### src/rde_pkg.sv
// ============================================================================
// rde_pkg - shared types and constants for the radix digit emitter
// Sizes, character codes, queue entry and alphabet status types, and the
// alphabet byte helpers used by the front and back modules.
// ============================================================================
package rde_pkg;

    // sizes
    localparam int MAX_DIGITS   = 32;
    localparam int NUMBER_WIDTH = 32;
    localparam int MAX_ALPHABET = 62;

    localparam int CFG_W       = 64;
    localparam int ALPHA_WORDS = 8;
    localparam int CFG_IDX_W   = $clog2(ALPHA_WORDS);
    localparam int ALPHA_BYTES = ALPHA_WORDS * CFG_W / 8;
    localparam int ALPHA_IDX_W = $clog2(ALPHA_BYTES);

    localparam int RADIX_W   = $clog2(MAX_ALPHABET + 1);
    localparam int DIGIT_W   = $clog2(MAX_ALPHABET);
    localparam int DIG_IDX_W = $clog2(MAX_DIGITS);
    localparam int CHAR_W    = 7;

    // divider retires this many quotient bits per cycle
    localparam int DIV_BITS  = 8;
    localparam int DIV_STEPS = (NUMBER_WIDTH + DIV_BITS - 1) / DIV_BITS;
    localparam int DIV_PAD_W = DIV_STEPS * DIV_BITS;
    localparam int STEP_W    = (DIV_STEPS > 1) ? $clog2(DIV_STEPS) : 1;

    localparam int ALNUM_COUNT  = 62;
    localparam int ALNUM_CODE_W = $clog2(ALNUM_COUNT);

    localparam int QUEUE_DEPTH = 2;
    localparam int QUEUE_PTR_W = (QUEUE_DEPTH > 1) ? $clog2(QUEUE_DEPTH) : 1;
    localparam int QUEUE_CNT_W = $clog2(QUEUE_DEPTH + 1);

    // character codes
    localparam logic [7:0] CHAR_NUL   = 8'h00;
    localparam logic [7:0] CHAR_0     = 8'h30;
    localparam logic [7:0] CHAR_9     = 8'h39;
    localparam logic [7:0] CHAR_LO_A  = 8'h61;
    localparam logic [7:0] CHAR_LO_Z  = 8'h7a;
    localparam logic [7:0] CHAR_UP_A  = 8'h41;
    localparam logic [7:0] CHAR_UP_Z  = 8'h5a;
    localparam logic [7:0] CHAR_MINUS = 8'h2d;

    localparam logic [7:0] LO_CODE_BASE = 8'd10;
    localparam logic [7:0] UP_CODE_BASE = 8'd36;

    typedef logic [ALPHA_BYTES*8-1:0] rde_alpha_bytes_t;

    // alphabet status from the front
    typedef struct packed {
        logic             valid;
        logic [RADIX_W-1:0] radix;
        rde_alpha_bytes_t bytes;
    } rde_alpha_t;

    // classified item in the queue
    typedef struct packed {
        logic                    neg;
        logic [NUMBER_WIDTH-1:0] mag;
    } rde_item_t;

    // back status
    typedef struct packed {
        logic busy;
    } rde_back_status_t;

    function automatic logic [7:0] alpha_byte(input rde_alpha_bytes_t a,
                                              input logic [ALPHA_IDX_W-1:0] k);
        return a[8*k +: 8];
    endfunction

    function automatic logic is_alnum(input logic [7:0] c);
        return c inside {[CHAR_0:CHAR_9], [CHAR_LO_A:CHAR_LO_Z], [CHAR_UP_A:CHAR_UP_Z]};
    endfunction

    // dense code 0..61 of an alphanumeric character
    function automatic logic [ALNUM_CODE_W-1:0] alnum_code(input logic [7:0] c);
        logic [7:0] d;
        if (c inside {[CHAR_0:CHAR_9]}) begin
            d = c - CHAR_0;
        end else if (c inside {[CHAR_LO_A:CHAR_LO_Z]}) begin
            d = c - CHAR_LO_A + LO_CODE_BASE;
        end else begin
            d = c - CHAR_UP_A + UP_CODE_BASE;
        end
        return d[ALNUM_CODE_W-1:0];
    endfunction

endpackage

### src/radix_digit_emitter_core.sv
// ============================================================================
// radix_digit_emitter_core - signed integer to text in a configured radix
// Top level: front (alphabet check, classify), queue, back (divide, emit).
// ============================================================================
// Usage:
//   cfg_we/cfg_index/cfg_wdata write alphabet word 0..7 (byte k of word w is
//   character 8w+k; a zero byte ends the alphabet). Each write restarts an
//   alphabet check that walks one byte per cycle up to the terminator; s_ready
//   stays low meanwhile. Write config only with the block idle.
//   s_valid/s_ready/s_number: one signed number per item. With a bad
//   alphabet (fewer than two chars, repeats, non-alphanumerics, no end
//   within 62 chars) the item is taken and produces nothing.
//   m_valid/m_ready/m_character/m_last_char: one character per item, an
//   optional '-' first, then digits MSB first; m_last_char marks the end.
// Timing:
//   The divider retires 8 quotient bits a cycle; each digit of a 32-bit
//   number takes a full pass of the divider over all its bits, and the
//   characters then leave one per cycle while m_ready is high. One number
//   is converted at a time; a two-entry queue lets the front take the next
//   items while the back works.
// Reset: alphabet clears to all zero (invalid), queue and output empty.
// Stall: a low m_ready holds the output register and the back waits; the
//   queue fills and then s_ready drops.
// ============================================================================
module radix_digit_emitter_core (
    input  logic                          aclk,
    input  logic                          aresetn,
    input  logic                          cfg_we,
    input  logic [rde_pkg::CFG_IDX_W-1:0] cfg_index,
    input  logic [rde_pkg::CFG_W-1:0]     cfg_wdata,
    input  logic                          s_valid,
    output logic                          s_ready,
    input  logic signed [rde_pkg::NUMBER_WIDTH-1:0] s_number,
    output logic                          m_valid,
    input  logic                          m_ready,
    output logic [rde_pkg::CHAR_W-1:0]    m_character,
    output logic                          m_last_char
);
    import rde_pkg::*;

    rde_alpha_t       alpha;       // alphabet contents and check result
    rde_item_t        push_data;   // front -> queue
    rde_item_t        pop_data;    // queue -> back
    rde_back_status_t back_status;
    logic             push_valid;
    logic             push_ready;
    logic             pop_valid;
    logic             pop_ready;

    // front: config, alphabet check, sign/magnitude split
    rde_front u_front (
        .aclk       (aclk),
        .aresetn    (aresetn),
        .cfg_we     (cfg_we),
        .cfg_index  (cfg_index),
        .cfg_wdata  (cfg_wdata),
        .s_valid    (s_valid),
        .s_ready    (s_ready),
        .s_number   (s_number),
        .push_valid (push_valid),
        .push_ready (push_ready),
        .push_data  (push_data),
        .alpha      (alpha)
    );

    // decouples acceptance from conversion
    rde_queue u_queue (
        .aclk       (aclk),
        .aresetn    (aresetn),
        .push_valid (push_valid),
        .push_ready (push_ready),
        .push_data  (push_data),
        .pop_valid  (pop_valid),
        .pop_ready  (pop_ready),
        .pop_data   (pop_data)
    );

    // back: division loop, digit buffer, character output
    rde_back u_back (
        .aclk        (aclk),
        .aresetn     (aresetn),
        .alpha       (alpha),
        .pop_valid   (pop_valid),
        .pop_ready   (pop_ready),
        .pop_data    (pop_data),
        .m_valid     (m_valid),
        .m_ready     (m_ready),
        .m_character (m_character),
        .m_last_char (m_last_char),
        .status      (back_status)
    );

`ifndef ASSERT_OFF
    // a config write starts the alphabet check, which blocks input
    a_cfg_blocks_input: assert property (@(posedge aclk) disable iff (!aresetn)
        cfg_we |=> !s_ready)
        else $error("input taken during alphabet check");

    // a minus sign is never the final character
    a_minus_not_last: assert property (@(posedge aclk) disable iff (!aresetn)
        (m_valid && m_character == CHAR_MINUS[CHAR_W-1:0]) |-> !m_last_char)
        else $error("minus sign flagged last");

    // nothing queued, nothing converting, nothing shown: no result appears
    a_no_invented_result: assert property (@(posedge aclk) disable iff (!aresetn)
        (!back_status.busy && !pop_valid && !m_valid) |=> !m_valid)
        else $error("result appeared with no work pending");
`endif

endmodule

### src/rde_front.sv
// ============================================================================
// rde_front - alphabet registers, alphabet check, item classification
// Holds the config words, checks the alphabet one byte per cycle after each
// write, and splits each accepted number into sign and magnitude.
// ============================================================================
module rde_front (
    input  logic                          aclk,
    input  logic                          aresetn,
    input  logic                          cfg_we,
    input  logic [rde_pkg::CFG_IDX_W-1:0] cfg_index,
    input  logic [rde_pkg::CFG_W-1:0]     cfg_wdata,
    input  logic                          s_valid,
    output logic                          s_ready,
    input  logic signed [rde_pkg::NUMBER_WIDTH-1:0] s_number,
    output logic                          push_valid,
    input  logic                          push_ready,
    output rde_pkg::rde_item_t            push_data,
    output rde_pkg::rde_alpha_t           alpha
);
    import rde_pkg::*;

    logic [ALPHA_WORDS-1:0][CFG_W-1:0] alpha_reg;
    logic                          busy_reg;
    logic [ALPHA_IDX_W-1:0]        idx_reg;
    logic [ALNUM_COUNT-1:0]        seen_reg;
    logic                          valid_reg;
    logic [RADIX_W-1:0]            radix_reg;

    logic [7:0]              cur_byte;
    logic [ALNUM_CODE_W-1:0] cur_code;
    logic [NUMBER_WIDTH-1:0] num_u;

    assign cur_byte = alpha_byte(alpha_reg, idx_reg);
    assign cur_code = alnum_code(cur_byte);

    always_ff @(posedge aclk) begin
        if (!aresetn) begin
            alpha_reg <= '0;
            busy_reg  <= 1'b0;
            idx_reg   <= '0;
            seen_reg  <= '0;
            valid_reg <= 1'b0;
            radix_reg <= '0;
        end else if (cfg_we) begin
            alpha_reg[cfg_index] <= cfg_wdata;
            busy_reg  <= 1'b1;
            idx_reg   <= '0;
            seen_reg  <= '0;
            valid_reg <= 1'b0;
        end else if (busy_reg) begin
            if (cur_byte == CHAR_NUL) begin
                // terminator found: length is the radix
                busy_reg  <= 1'b0;
                valid_reg <= (idx_reg >= ALPHA_IDX_W'(2));
                radix_reg <= RADIX_W'(idx_reg);
            end else if (idx_reg == ALPHA_IDX_W'(MAX_ALPHABET)) begin
                busy_reg  <= 1'b0;
                valid_reg <= 1'b0;
            end else if (!is_alnum(cur_byte) || seen_reg[cur_code]) begin
                busy_reg  <= 1'b0;
                valid_reg <= 1'b0;
            end else begin
                seen_reg[cur_code] <= 1'b1;
                idx_reg <= idx_reg + 1'b1;
            end
        end
    end

    assign num_u          = NUMBER_WIDTH'(s_number);
    assign s_ready        = !busy_reg && push_ready;
    // with a bad alphabet the item is taken and dropped
    assign push_valid     = s_valid && s_ready && valid_reg;
    assign push_data.neg  = num_u[NUMBER_WIDTH-1];
    assign push_data.mag  = num_u[NUMBER_WIDTH-1] ? (~num_u + 1'b1) : num_u;

    assign alpha.valid = valid_reg;
    assign alpha.radix = radix_reg;
    assign alpha.bytes = alpha_reg;

endmodule

### src/rde_queue.sv
// ============================================================================
// rde_queue - short item queue between front and back
// Register FIFO; ready and valid come straight from the fill count.
// ============================================================================
module rde_queue (
    input  logic               aclk,
    input  logic               aresetn,
    input  logic               push_valid,
    output logic               push_ready,
    input  rde_pkg::rde_item_t push_data,
    output logic               pop_valid,
    input  logic               pop_ready,
    output rde_pkg::rde_item_t pop_data
);
    import rde_pkg::*;

    rde_item_t              mem_reg [QUEUE_DEPTH];
    logic [QUEUE_PTR_W-1:0] wr_reg;
    logic [QUEUE_PTR_W-1:0] rd_reg;
    logic [QUEUE_CNT_W-1:0] cnt_reg;
    logic                   do_push;
    logic                   do_pop;

    assign push_ready = (cnt_reg != QUEUE_CNT_W'(QUEUE_DEPTH));
    assign pop_valid  = (cnt_reg != '0);
    assign pop_data   = mem_reg[rd_reg];
    assign do_push    = push_valid && push_ready;
    assign do_pop     = pop_valid && pop_ready;

    always_ff @(posedge aclk) begin
        if (do_push) begin
            mem_reg[wr_reg] <= push_data;
        end
    end

    always_ff @(posedge aclk) begin
        if (!aresetn) begin
            wr_reg  <= '0;
            rd_reg  <= '0;
            cnt_reg <= '0;
        end else begin
            if (do_push) begin
                wr_reg <= (wr_reg == QUEUE_PTR_W'(QUEUE_DEPTH - 1)) ? '0 : wr_reg + 1'b1;
            end
            if (do_pop) begin
                rd_reg <= (rd_reg == QUEUE_PTR_W'(QUEUE_DEPTH - 1)) ? '0 : rd_reg + 1'b1;
            end
            if (do_push && !do_pop) begin
                cnt_reg <= cnt_reg + 1'b1;
            end else if (do_pop && !do_push) begin
                cnt_reg <= cnt_reg - 1'b1;
            end
        end
    end

endmodule

### src/rde_back.sv
// ============================================================================
// rde_back - digit generation and character output
// Sends any '-' first, divides the magnitude by the radix 8 bits a cycle
// storing digits LSB first, then emits them MSB first via an output register.
// ============================================================================
module rde_back (
    input  logic                      aclk,
    input  logic                      aresetn,
    input  rde_pkg::rde_alpha_t       alpha,
    input  logic                      pop_valid,
    output logic                      pop_ready,
    input  rde_pkg::rde_item_t        pop_data,
    output logic                      m_valid,
    input  logic                      m_ready,
    output logic [rde_pkg::CHAR_W-1:0] m_character,
    output logic                      m_last_char,
    output rde_pkg::rde_back_status_t status
);
    import rde_pkg::*;

    typedef enum logic [1:0] {
        ST_IDLE,
        ST_SIGN,
        ST_DIV,
        ST_EMIT
    } state_t;

    state_t                 state_reg;
    logic [DIV_PAD_W-1:0]   div_reg;
    logic [RADIX_W-1:0]     rem_reg;
    logic [STEP_W-1:0]      step_reg;
    logic [DIG_IDX_W-1:0]   cnt_reg;
    logic                   m_valid_reg;
    logic [CHAR_W-1:0]      m_char_reg;
    logic                   m_last_reg;
    logic [DIGIT_W-1:0]     buf_reg [MAX_DIGITS];

    logic [DIV_PAD_W-1:0]   div_next;
    logic [RADIX_W-1:0]     rem_next;
    logic                   out_free;
    logic                   digit_done;
    logic [7:0]             emit_byte;

    // restoring division, DIV_BITS quotient bits per cycle
    always_comb begin
        logic [DIV_PAD_W-1:0] d;
        logic [RADIX_W-1:0]   r;
        logic [RADIX_W:0]     trial;
        logic [RADIX_W:0]     diff;
        d = div_reg;
        r = rem_reg;
        for (int i = 0; i < DIV_BITS; i++) begin
            trial = {r, d[DIV_PAD_W-1]};
            d     = {d[DIV_PAD_W-2:0], 1'b0};
            diff  = trial - {1'b0, alpha.radix};
            if (trial >= {1'b0, alpha.radix}) begin
                r    = diff[RADIX_W-1:0];
                d[0] = 1'b1;
            end else begin
                r = trial[RADIX_W-1:0];
            end
        end
        div_next = d;
        rem_next = r;
    end

    assign out_free   = !m_valid_reg || m_ready;
    assign digit_done = (state_reg == ST_DIV) && (step_reg == STEP_W'(DIV_STEPS - 1));
    assign emit_byte  = alpha_byte(alpha.bytes, ALPHA_IDX_W'(buf_reg[cnt_reg]));
    assign pop_ready  = (state_reg == ST_IDLE);

    always_ff @(posedge aclk) begin
        if (digit_done) begin
            buf_reg[cnt_reg] <= rem_next[DIGIT_W-1:0];
        end
    end

    always_ff @(posedge aclk) begin
        if (!aresetn) begin
            state_reg   <= ST_IDLE;
            m_valid_reg <= 1'b0;
            step_reg    <= '0;
            cnt_reg     <= '0;
        end else begin
            if (m_valid_reg && m_ready) begin
                m_valid_reg <= 1'b0;
            end
            case (state_reg)
                ST_IDLE: begin
                    if (pop_valid) begin
                        div_reg   <= DIV_PAD_W'(pop_data.mag);
                        rem_reg   <= '0;
                        step_reg  <= '0;
                        cnt_reg   <= '0;
                        state_reg <= pop_data.neg ? ST_SIGN : ST_DIV;
                    end
                end
                ST_SIGN: begin
                    if (out_free) begin
                        m_valid_reg <= 1'b1;
                        m_char_reg  <= CHAR_MINUS[CHAR_W-1:0];
                        m_last_reg  <= 1'b0;
                        state_reg   <= ST_DIV;
                    end
                end
                ST_DIV: begin
                    div_reg <= div_next;
                    if (digit_done) begin
                        rem_reg  <= '0;
                        step_reg <= '0;
                        // zero magnitude still yields one digit
                        if (div_next == '0 || cnt_reg == DIG_IDX_W'(MAX_DIGITS - 1)) begin
                            state_reg <= ST_EMIT;
                        end else begin
                            cnt_reg <= cnt_reg + 1'b1;
                        end
                    end else begin
                        rem_reg  <= rem_next;
                        step_reg <= step_reg + 1'b1;
                    end
                end
                ST_EMIT: begin
                    if (out_free) begin
                        m_valid_reg <= 1'b1;
                        m_char_reg  <= emit_byte[CHAR_W-1:0];
                        m_last_reg  <= (cnt_reg == '0);
                        if (cnt_reg == '0) begin
                            state_reg <= ST_IDLE;
                        end else begin
                            cnt_reg <= cnt_reg - 1'b1;
                        end
                    end
                end
                default: begin
                    state_reg <= ST_IDLE;
                end
            endcase
        end
    end

    assign m_valid     = m_valid_reg;
    assign m_character = m_char_reg;
    assign m_last_char = m_last_reg;
    assign status.busy = (state_reg != ST_IDLE);

endmodule
### config.mk
export PLATFORM = sky130hd
export DESIGN_NAME = radix_digit_emitter_core
export DESIGN_NICKNAME = d
export VERILOG_FILES = /design/src/rde_pkg.sv /design/src/radix_digit_emitter_core.sv /design/src/rde_front.sv /design/src/rde_queue.sv /design/src/rde_back.sv
export SDC_FILE = /design/constraint.sdc
export NUM_CORES = 2
export LEC_CHECK = 0
export BUFFER_PORTS_ARGS = -buffer_cell sky130_fd_sc_hd__clkbuf_2
export CAP_MARGIN = 20
export CORE_MARGIN = 4
export CORE_UTILIZATION = 45
export DETAILED_ROUTE_END_ITERATION = 10
export MAX_ROUTING_LAYER = met4
export RECOVER_POWER = 25
export SYNTH_ARGS = -nofsm -noshare
export SYNTH_HDL_FRONTEND = slang
export SYNTH_SLANG_ARGS = --single-unit
### constraint.sdc
create_clock -name aclk -period 32.1 [get_ports aclk]
set_clock_uncertainty 0.2 [all_clocks]
set_input_delay 1.605 -clock aclk [delete_from_list [all_inputs] [get_ports aclk]]
set_output_delay 1.605 -clock aclk [all_outputs]
set_load 0.02 [all_outputs]
==> impl_metrics.ini <==
[clock_tree]
post_cts_resize_count = 0
cts-root-buf = clkbuf_16
cts_tree = built
clk_latency_ns = 0.71
hold_buffers = 0
postCtsSetupBuffers = 0
clk_pin_slew_worst_paths_ns = 0.06
htreeDepth = 3
cts.sinks = 912
clockBufferDepth = 3
cts_buffers = 100

[finish]
fin_nets = 4897
synthToLayoutAreaGrowth_pct = 10.6
final_common_cell = nand2_1
drive_gt1_frac = 0.125
final_cell_mix = nand2_1, a21oi_1, dfxtp_1, mux2i_1, edfxtp_1
fillers = 9417
largest_register_ffs = 512

[logic_synthesis]
syn_nets = 5030
synth_top_cell_by_area = dfxtp_1
yosysTopAreaCellShare = 0.263
synth-simple-area-share = 0.151
synthAdderAreaFrac = 0.0228
synth_cell_type_count = 83
synthFlopType = dfxtp_1
syn_inst = 4847
synth_area_leaders = dfxtp_1, edfxtp_1, nand2_1
synth-xor-area-share = 0.0134
syn_area_um2 = 46300
synth_top_family_by_area = multiplexers
synth.area.mux_share = 0.170
synth.avg_cell_area_um2 = 9.56
seq_area_frac_synth = 0.460
yosys_register_bits = 912
synthArstFlopShare = 0
synth_compound_area_frac = 0.139
yosysWarnings = 0
synth_edf_count = 304

[critical_path]
crit_required_ns = 32.44
reg2reg_slack_ns = 11.28
arrival_ns = 21.15
cp_common_cell = a21o_1
rr_endpoint = u_back.state_reg[0]
crit_buf_inv = 4
max_stage_delay_ns = 0.76
critPathCaptureType = register
worst-path-max-fanout = 12
critPathTopFamily = compound AO/OA/AOI/OAI gates
reg2reg_from = u_front.radix_reg[1]
cpMaxStageDelayCell = or4_1
reg2reg_depth = 84
critPathLaunchType = register
critPathKind = register to register

[die]
io_pins = 114
start_util = 0.454
die_h_um = 329
core_um2 = 102000
die_area_um2 = 108000
die_width_um = 329
placementRows = 117

[drt]
dr.pass1.iters = 6
vias_per_cell = 5.84
ant_nets = 0
drc = 0
wl_um = 141000
vias = 36100
wl_per_cell_um = 22.8
drtIter0Drc = 3387

[sta]
max-slew-margin-rel = -1.63
whs_ns = 0.249
rsz0062_at_grt = false
tns_ns = 0
setup_violations = 0
final.min_clock_period_ns = 20.82
worstMarginPinSlew_ns = 3.92
finalHoldViolations = 0
period_share = 0.649
slew_violations = 432
fmax_mhz = 48.0

[hold_path]
hp-class = register to register
hold_end = u_front.seen_reg[3]
worstHoldPathCells = 2
hold_start = u_front.seen_reg[3]

[job]
maxCapViolations = 7

[global_routing]
grt_antenna_before_repair = 10
grt_pass1_vias = 34100
grt_pass1_wl_um = 214000
grt-ovfl-total = 0
grt_usage = 0.263
grt_max_degree = 146

[placement]
dp_hpwl_um = 89600
gp_congestion = 0.877
port_buffers = 113

[outcome]
status = finished with violations
violations = capacitance limit, slew limit
[final cells by class]
type / instances / area, µm² / area share
multi-input cells: 3460 / 23200 / 0.452
flip-flops and latches: 912 / 21300 / 0.416
clock buffers: 132 / 2860 / 0.0559
well taps: 1368 / 1710 / 0.0334
repair buffers: 175 / 1040 / 0.0203
clock inverters: 57 / 842 / 0.0164
inverters: 65 / 245 / 0.00479
diodes: 9 / 22.5 / 0.000440
[through the flow]
| stage | instance area [µm²] | worst slack [ns] | std cells | utilization |
|---|---|---|---|---|
| floorplan | 46300 | 13.56 | 4847 | - |
| global route | 51200 | 9.58 | 6174 | 0.502 |
| finish | 51200 | 11.28 | 6178 | 0.502 |
| CTS | 51200 | 11.48 | 6167 | 0.502 |
| global placement | 47500 | 11.80 | 5978 | 0.466 |
| detailed placement | 47500 | 11.47 | 5978 | 0.466 |
[worst max-delay path by stage]
stage                         startpoint                   to  slack, ns  depth (start not counted)
global route        u_front.radix_reg[1]  u_back.state_reg[0]       9.58                         85
CTS                 u_front.radix_reg[1]  u_back.state_reg[1]      11.48                         84
finish              u_front.radix_reg[1]  u_back.state_reg[0]      11.28                         84
global placement    u_front.radix_reg[1]  u_back.state_reg[1]      11.80                         84
detailed placement  u_front.radix_reg[1]  u_back.state_reg[0]      11.47                         84
floorplan           u_front.radix_reg[1]    u_back.rem_reg[0]      13.56                         85
[worst register-to-register path: cells and delay by family, from the launching register on]
family | cells | cell delay (ns)
adder cells (fa/ha/maj) | 8 | 2.46
AO/OA/AOI/OAI | 46 | 11.14
AND/OR/NAND/NOR | 25 | 5.43
flip-flops | 1 | 0.29
buffers and inverters | 4 | 0.84
multiplexers | 1 | 0.35
[metal layers]
metal  global-route usage  share of wire  up-vias  wire length, µm
met5                    -              0        -                0
li1                     -              -    17000                -
met4                0.106          0.042        0             5910
met1                0.352           0.43    17500            60000
met3               0.0333          0.067      262             9430
met2                0.408           0.46     1259            65400
[cells in the mapped netlist (all sizes together) (13+ instances only)]
cell type	count
a211oi	85
a21o	25
a21oi	631
a22oi	39
a31oi	14
and3	13
buf	87
clkbuf	323
dfxtp	608
edfxtp	304
ha	70
inv	64
mux2	40
mux2i	355
mux4	171
nand2	1188
nand2b	21
nand3	48
nand4	15
nor2	128
nor2b	86
nor3	77
o211ai	18
o21a	66
o21ai	106
o221ai	13
or3	30
xnor2	46
xor2	24
[cells by family (layout without fill, tap and decap cells)]
| logic type | Yosys count | after routing |
|---|---|---|
| AOI/OAI and AO/OA | 1085 | 1085 |
| DFF | 912 | 912 |
| xor gates and xnor gates | 70 | 70 |
| buffers and inverters | 475 | 429 |
| muxes | 566 | 566 |
| adders and majority gates | 79 | 79 |
| and+or+nand+nor | 1660 | 1660 |
| other | 0 | 9 |
Power is left out: the tool's default activity adds up to more than one toggle a clock period on the data nets, which glitch-free logic cannot reach.
